--- config.mk ---
export PLATFORM = sky130hd
export DESIGN_NAME = tllc_ctrl
export DESIGN_NICKNAME = d
export VERILOG_FILES = /design/src/hw/rtl/tllc_pkg.sv /design/src/hw/rtl/tllc_ctrl.sv
export SDC_FILE = /design/constraint.sdc
export NUM_CORES = 1
export LEC_CHECK = 0
export BUFFER_PORTS_ARGS = -buffer_cell sky130_fd_sc_hd__buf_2
export CAP_MARGIN = 20
export CORE_AREA = 3 3 40 42
export CTS_CLUSTER_SIZE = 20
export DETAILED_ROUTE_END_ITERATION = 6
export DIE_AREA = 0 0 43 45
export PLACE_DENSITY = 0.4
export SKIP_LAST_GASP = 1
export SYNTH_ARGS = -nofsm -noshare
export SYNTH_HDL_FRONTEND = slang
export SYNTH_SLANG_ARGS = --single-unit
--- constraint.sdc ---
create_clock -name clk -period 1.1 [get_ports clk]
set_input_delay 0.165 -clock clk [delete_from_list [all_inputs] [get_ports clk]]
set_output_delay 0.165 -clock clk [all_outputs]
set_load 0.005 [all_outputs]
--- src/hw/rtl/tllc_pkg.sv ---
// Package for the two-level LRU tag lookup core: geometry defaults, codes,
// controller state type and the controller/datapath command and status structs.
// No dependencies.
package tllc_pkg;

	localparam int unsigned L1_BYTES_DEF      = 1024;
	localparam int unsigned L1_LINE_BYTES_DEF = 32;
	localparam int unsigned L1_ASSOC_DEF      = 2;
	localparam int unsigned L2_BYTES_DEF      = 16384;
	localparam int unsigned L2_LINE_BYTES_DEF = 32;
	localparam int unsigned L2_ASSOC_DEF      = 4;

	localparam int unsigned ADDR_W = 32;
	localparam int unsigned CNT_W  = 32;

	typedef enum logic [1:0] {
		OUTCOME_L1_HIT  = 2'd0,
		OUTCOME_L2_HIT  = 2'd1,
		OUTCOME_MISS    = 2'd2
	} outcome_t;

	typedef enum logic [2:0] {
		ST_IDLE,
		ST_L1_READ,
		ST_L1_EVAL,
		ST_L2_READ,
		ST_L2_EVAL,
		ST_DONE
	} state_t;

	// controller -> datapath
	typedef struct packed {
		logic capture;     // latch address, issue L1 set read
		logic l1_update;   // write L1 set (touch or fill)
		logic l2_read;     // issue L2 set read
		logic l2_update;   // write L2 set
		logic finish;      // update counters, drive result
	} dp_cmd_t;

	// datapath -> controller
	typedef struct packed {
		logic l1_hit;
		logic l2_hit;
	} dp_sts_t;

	function automatic int unsigned clog2_min1(int unsigned v);
		return (v > 1) ? $clog2(v) : 1;
	endfunction

endpackage

--- src/hw/rtl/tllc_ctrl.sv ---
// Controller state machine sequencing L1 probe, L2 probe and fills.
// Depends on tllc_pkg.
module tllc_ctrl (
	input  logic              clk,
	input  logic              arst_n,
	input  logic              start,
	input  tllc_pkg::dp_sts_t sts,
	output tllc_pkg::dp_cmd_t cmd,
	output logic              busy
);
	import tllc_pkg::*;

	state_t state_q, state_d;

	always_ff @(posedge clk or negedge arst_n) begin
		if (!arst_n) begin
			state_q <= ST_IDLE;
		end else begin
			state_q <= state_d;
		end
	end

	always_comb begin
		state_d = state_q;
		cmd     = '0;
		busy    = 1'b1;
		unique case (state_q)
			ST_IDLE: begin
				busy = 1'b0;
				if (start) begin
					cmd.capture = 1'b1;
					state_d     = ST_L1_EVAL;
				end
			end
			ST_L1_EVAL: begin
				if (sts.l1_hit) begin
					cmd.l1_update = 1'b1;
					state_d       = ST_DONE;
				end else begin
					cmd.l2_read = 1'b1;
					state_d     = ST_L2_EVAL;
				end
			end
			ST_L2_EVAL: begin
				// L1 set row is still held; L1 fill goes with the L2 update
				cmd.l2_update = 1'b1;
				cmd.l1_update = 1'b1;
				state_d       = ST_DONE;
			end
			ST_DONE: begin
				cmd.finish = 1'b1;
				state_d    = ST_IDLE;
			end
			default: begin
				state_d = ST_IDLE;
			end
		endcase
	end

endmodule

# Word level (Yosys, flattened, before mapping)
# Index checks and enable logic that the tools add are counted.
dict set report word_totals {
  reg_bits 3
  in_bits 5
  out_inout_bits 6
  wordCells 18
}
dict set report classes {
  n_eq_ne 4
  muxes 12
  reduce_logical 1
}
# op count
set op_table {}
lappend op_table {{$mux 1} 9}
lappend op_table {{$pmux 3 s3} 1}
lappend op_table {{$eq 3x3->1 const B} 2}
lappend op_table {{$eq 3x2->1 const B} 1}
lappend op_table {{$logic_not 3->1} 1}
lappend op_table {{$mux 3} 1}
lappend op_table {{$ne 2x2->1 const B} 1}
lappend op_table {{$pmux 1 s2} 1}

# Longest topological paths before layout
# Gate-level depths: netlist (run 1).
dict set report depth {
  ltp_word 2
  ltp_mapped 2
  mapped_depth_nobuf 2
}

# Worst setup path after synthesis (run 1)
# No wires, ideal clock.
dict set report synth_timing {
  path_type {flip-flop to output port}
  from {register state_q[0]}
  to {output port cmd[4] (netlist name)}
  arrival_time_ns 0.930
  required_ns 0.935
  setup_slack_ns 0.005
  stages_incl_launch_ff 3
  path_buffers 0
  cell_sequence {dfrtp_1 -> or3_4 -> nor2_1}
}
# element line
set synth_lines {}
lappend synth_lines {{from (decl)} tllc_ctrl.sv:13} ;# state_t state_q, state_d;
lappend synth_lines {{from (signal assigned)} tllc_ctrl.sv:19} ;# state_q <= state_d;
lappend synth_lines {{to (decl)} tllc_ctrl.sv:8} ;# output tllc_pkg::dp_cmd_t cmd,

==> key figures, run 1 <==
Run status
  • Status: complete, but fails checks
  • Failing checks: setup timing

Synthesis
  • Post-Syn Instances: 17
  • Synth Register Bits: 3
  • Compound-Gate Fraction of Synth Area: 0.101
  • Syn Area/Cell: 8.76 µm²
  • Syn nets: 22
  • Xor/xnor cell area share of the yosys netlist: 0
  • Mux contribution to synthesized area: 0
  • Synth area leaders: dfrtp_1 (50%), a21oi_1 (10%), nor2_1 (10%)
  • Synth cell types: 8
  • Post-Syn Area: 149 µm²
  • Yosys top cell area share: 0.504
  • Ys Warns: 0
  • Register area share after synthesis: 0.504
  • Synth Area in Simple Gates: 0.345
  • Post-Synth Adder-Cell Area: 0
  • Combinational family with the most area after synthesis: simple AND/OR/NAND/NOR gates
  • Synth area leader: dfrtp_1

Drt
  • Drc violations: 0
  • Total wire length: 508 µm
  • Antenna viol nets, final: 0
  • 1st-pass router iterations: 1
  • Drt wl/cell: 9.77 µm
  • Avg Vias per Cell: 3.75
  • Detailed router's first-iteration violation count: 0
  • Via count: 195

Worst setup path
  • Critical-path cell list: or3_4, nor2_2, buf_2
  • Largest delay share family, worst path: simple AND/OR/NAND/NOR gates
  • CP Launch Point: state_q[0]
  • Start of the worst register-to-register path: state_q[2]
  • Crit path largest cell delay: 0.41 ns
  • Critical Path Sink Type: primary output
  • Setup Crit Path Kind: reg2out
  • CP bufs+invs: 1
  • Worst-path fanout max: 3
  • Crit start category: flop
  • Worst R2R Setup Slack: 0.10 ns
  • Crit path required time: 0.94 ns
  • Slowest CP cell: or3_4
  • CP arrival: 1.20 ns

Power
  • Total Power: 0.000883 W
  • Switching Share: 0.348
  • Clk pwr share: 0.219
  • Pwr Density: 2670 mW/mm²
  • Gate power share: 0.569
  • Maximum VDD drop: 1.03 mV
  • Sequential share of power: 0.212
  • Leak pwr: 0.169 nW
  • Psw: 0.000307 W
  • Cell-internal power: 0.000576 W

Global route
  • Overflow after GRT: 0
  • First-pass GRT wire length: 883 µm
  • Vias in the first global route: 224
  • Gr usage total: 0.0668
  • M3 GR Usage: 0.0159
  • Grt peak-use layer: met2
  • Largest net degree at the start of global routing: 6
  • Initial antenna violation count: 0
  • Met1 Usage GRT: 0.0704
  • GR Layer Usage met2: 0.105

Die
  • Chip Height: 45 µm
  • Rows: 13
  • Die ar.: 0.00194 mm²
  • # IOs: 11
  • Die X: 43 µm
  • Starting Density: 0.116
  • Core Region: 0.00128 mm²

Timing
  • Unrepaired setup endpoints after global routing: true
  • Clk_skew: 0.000806 ns
  • Final period utilization: 1.24
  • Slew HR: 0.902
  • Pins Over Slew Limit: 0
  • Fmax: 731 MHz
  • Crit path time final: 1.37 ns
  • Worst-Margin Slew: 0.147 ns
  • Final setup violating endpoints: 6
  • Final WS setup: -0.267 ns
  • Final hold vios: 0

Cells and area
  • Share of cells above drive strength 1: 0.649
  • Area grow syn2layout: 122%
  • Most flops, register: state_q
  • Antenna diode count: 0
  • Final Cell Area: 330 µm²
  • Regs by FF count: state_q (3)
  • Max reg flops: 3
  • End-of-flow core utilization: 0.257
  • Final #Nets: 43

Clocking
  • CTS tree: done
  • Root buf cell: clkbuf_4
  • Num CTS Buffers: 3
  • Clock slew at the register clock pins of the worst setup and hold paths: 0.04 ns
  • Sink Count: 3
  • CTS max path bufs: 2
  • Clk_lat worst skew: 0.23 ns
  • H-tree depth: 1

Place
  • Setup slack at placement: -0.0183 ns
  • Placement Cell Area: 228 µm²
  • GP Congestion: 0.624
  • Port Buf Inserts: 9

Run
  • Max Cap Violations: 0

Hold path
  • Critical hold path startpoint: start
  • Hold WC Path Type: in2reg
-- routing by layer --
layer | wire length [µm] | share of wire
met1 | 202 | 0.40
met2 | 236 | 0.46
met3 | 50 | 0.098
met4 | 19 | 0.037
met5 | 0 | 0
-- logic make-up (layout without fill, tap and decap cells) --
group / after synthesis / in the layout
AOI/OAI and AO/OA: 3 / 3
buffers and inverters: 2 / 22
DFF: 3 / 3
and+or+nand+nor: 9 / 9
-- worst register-to-register path: cells and delay by family (launching register included) --
kind	cells	cell delay, ns
AO/OA/AOI/OAI	1	0.16
buffers and inverters	1	0.15
flip-flops	1	0.40
AND/OR/NAND/NOR	1	0.20
-- cells in the final DEF, fill, tap and decap left out, drive strengths merged --
master,instances
nand3b,1
inv,2
or3,1
nand2b,2
nor2,4
a21oi,3
dfrtp,3
clkbuf,4
buf,15
nor3,1
dlygate4sd3,1
-- cell type report --
class	count	area, µm²
fillers	137	955
repair buffers	16	104
multi-input cells	12	98.8
flip-flops and latches	3	75.1
clock buffers	4	26.3
well taps	15	18.8
inverters	2	7.51
-- what timing repair did --
action / CTS / global route
endpoints found under the setup margin: 6 / 6
gates resized for setup: 4 / 4
hold endpoints to repair: 3 / 0
pin swaps: 3 / 1
hold buffers: 1 / 0
setup buffers: 4 / 1
-- per-stage QoR --
step	hold WS (ns)	TNS [ns]	cells
floorplan	-0.131	0	17
global placement	-0.0353	-0.00991	43
detailed placement	-0.0377	-0.0183	43
CTS	0.154	-1.03	52
global route	0.205	-1.49	52
finish	0.186	-1.06	52
-- synth_stat cells --
cell type / count
a21oi_1: 3
dfrtp_1: 3
nand3b_1: 1
or3_4: 1
nor3_1: 1
inv_1: 2
nor2_1: 4
nand2b_1: 2
-- worst paths after layout --
path,endpoint,cells after the start
worst max-delay path,cmd[4],3
worst min-delay path,state_q[1],3
worst max register to register,state_q[0],3
worst min register to register,state_q[1],2
max in group asynchronous,state_q[0],2
min in group asynchronous,state_q[1],2
-- power by group through the flow --
stage	sequential (W)	combinational [W]	clock (W)
6_report	0.000187	0.000503	0.000193
5_1_grt	0.000198	0.000551	0.000213
4_1_cts	0.000183	0.000450	0.000207
3_5_place_dp	0.000184	0.000324	0
3_3_place_gp	0.000184	0.000323	0
2_1_floorplan	0.000192	0.000159	0
(Power assumes the default switching activity.)
==> inputs of run 2 (changes only) <==
--- a/config.mk
+++ b/config.mk
@@ -12,6 +12,7 @@
 export DETAILED_ROUTE_END_ITERATION = 6
 export DIE_AREA = 0 0 43 45
 export PLACE_DENSITY = 0.4
+export SETUP_SLACK_MARGIN = 0.3
 export SKIP_LAST_GASP = 1
 export SYNTH_ARGS = -nofsm -noshare
 export SYNTH_HDL_FRONTEND = slang
==> key figures, run 2 (synthesis results as in run 1) <==
Run status
  • Status: complete, but fails checks
  • Failing checks: setup timing

Cells and area
  • Area grow syn2layout: 112%
  • Antenna diode count: 0
  • Final #Nets: 41
  • Max reg flops: 3
  • Share of cells above drive strength 1: 0.686
  • Most frequent cells in the layout: buf_2 (9), nor2_1 (3), a21oi_2 (3), clkbuf_4 (3), dfrtp_1 (3)
  • Most flops, register: state_q
  • Regs by FF count: state_q (3)
  • End-of-flow core utilization: 0.245
  • Non-filler cells, final: 50
  • Most common cell after layout, fill and taps aside: buf_2

Timing
  • Final period utilization: 1.24
  • Pins Over Slew Limit: 0
  • Setup TNS: -1.14 ns
  • Final hold vios: 0
  • Unrepaired setup endpoints after global routing: true
  • Worst-Margin Slew: 0.134 ns
  • Final WS setup: -0.269 ns
  • Crit path time final: 1.37 ns
  • Final setup violating endpoints: 6
  • Slew HR: 0.910
  • Fmax: 730 MHz
  • Clk_skew: 0.00152 ns

Drt
  • Antenna viol nets, final: 0
  • Avg Vias per Cell: 3.52
  • Detailed router's first-iteration violation count: 0
  • Drc violations: 0
  • Via count: 176
  • Drt wl/cell: 7.70 µm
  • 1st-pass router iterations: 1
  • Total wire length: 385 µm

Global route
  • Gr usage total: 0.0534
  • Vias in the first global route: 181
  • Overflow after GRT: 0
  • First-pass GRT wire length: 731 µm
  • Initial antenna violation count: 0
  • Largest net degree at the start of global routing: 7

Worst setup path
  • Critical Path Sink Type: primary output
  • R2r worst-path depth: 2
  • Crit path largest cell delay: 0.40 ns
  • Slowest CP cell: or3_4
  • Start of the worst register-to-register path: state_q[2]
  • Critical-path cell list: or3_4, nor2_2, buf_2
  • CP bufs+invs: 1
  • Worst-path fanout max: 3
  • WP depth: 3
  • CP Launch Point: state_q[2]
  • Setup Crit Path Kind: reg2out
  • Largest delay share family, worst path: simple AND/OR/NAND/NOR gates
  • Crit start category: flop
  • CP arrival: 1.20 ns
  • Crit path required time: 0.94 ns

Clocking
  • CTS max path bufs: 2
  • Clk_lat worst skew: 0.23 ns
  • Root buf cell: clkbuf_4
  • Num CTS Buffers: 3
  • H-tree depth: 1
  • Clock slew at the register clock pins of the worst setup and hold paths: 0.04 ns
  • Sink Count: 3
  • CTS tree: done

Die
  • Core Region: 0.00128 mm²
  • Die X: 43 µm
  • Die ar.: 0.00194 mm²
  • Chip Height: 45 µm
  • # IOs: 11
  • Starting Density: 0.116
  • Rows: 13

Power
  • Pwr Density: 2670 mW/mm²
  • Leak pwr: 0.159 nW
  • Maximum VDD drop: 0.961 mV
  • Total Power: 0.000842 W

Hold path
  • Critical hold path startpoint: start
  • Hold WC Path Type: in2reg
  • Hold path cells: 3

Place
  • GP Congestion: 0.727
  • Port Buf Inserts: 9
  • Placed Cells incl. Taps: 44

Run
  • Max Cap Violations: 0
[run 2: changes by cell type in the layout (fill, tap and decap cells not counted)]
| cell | before | now |
|---|---|---|
| a21oi_1 | 2 | 0 |
| nand2b_4 | 2 | 1 |
| buf_4 | 5 | 2 |
| nor3_2 | 0 | 1 |
| nand2b_2 | 0 | 1 |
| nor3_4 | 1 | 0 |
| a21oi_2 | 1 | 3 |
| buf_6 | 1 | 2 |
[run 2: repair_timing]
item                       CTS  global route
gates resized for setup      3             5
hold endpoints to repair     3             0
hold buffers                 1             0
setup endpoints to repair    9             9
setup buffers                0             1
pin swaps                    3             3
[run 2: area by class of cell]
cell class                 count  area, µm²
inverter                       2       7.51
fill                         137        970
clock buffer                   4       26.3
sequential                     3       75.1
multi-input combinational     12       95.1
timing repair buffer          14       92.6
tap                           15       18.8
[run 2: tightest hold or removal path, cell delays in order]
cell and delay (ns):
buf_2 0.10, inv_1 0.07, nor2_1 0.05
[run 2: final timing paths]
check / end / slack (ns)
hold reg to reg: state_q[1] / 0.55
hold / removal: state_q[1] / 0.19
min in group asynchronous: state_q[0] / 0.25
setup reg to reg: state_q[1] / 0.16
max in group asynchronous: state_q[1] / 0.75
setup / recovery: cmd[4] / -0.27
[run 2: power by group]
part	switching, W	internal [W]	leakage, nW
Clock	0.0000556	0.000136	0.0150
Combinational	0.000202	0.000268	0.105
Sequential	0.0000267	0.000154	0.0389
[run 2: metrics by stage]
step	setup WS [ns]	hold slack (ns)	area, µm²
global placement	-0.000555	-0.0400	238
finish	-0.269	0.187	315
detailed placement	-0.00485	-0.0376	238
global route	-0.346	0.208	315
CTS	-0.268	0.178	290
floorplan	0.0695	-0.131	151
[run 2: layer usage]
layer,vias up,track usage,routed length [µm]
met3,0,0.0398,62
met4,0,0.0361,0
met2,12,0.0659,144
met5,-,0,0
met1,73,0.0631,179
li1,91,-,-
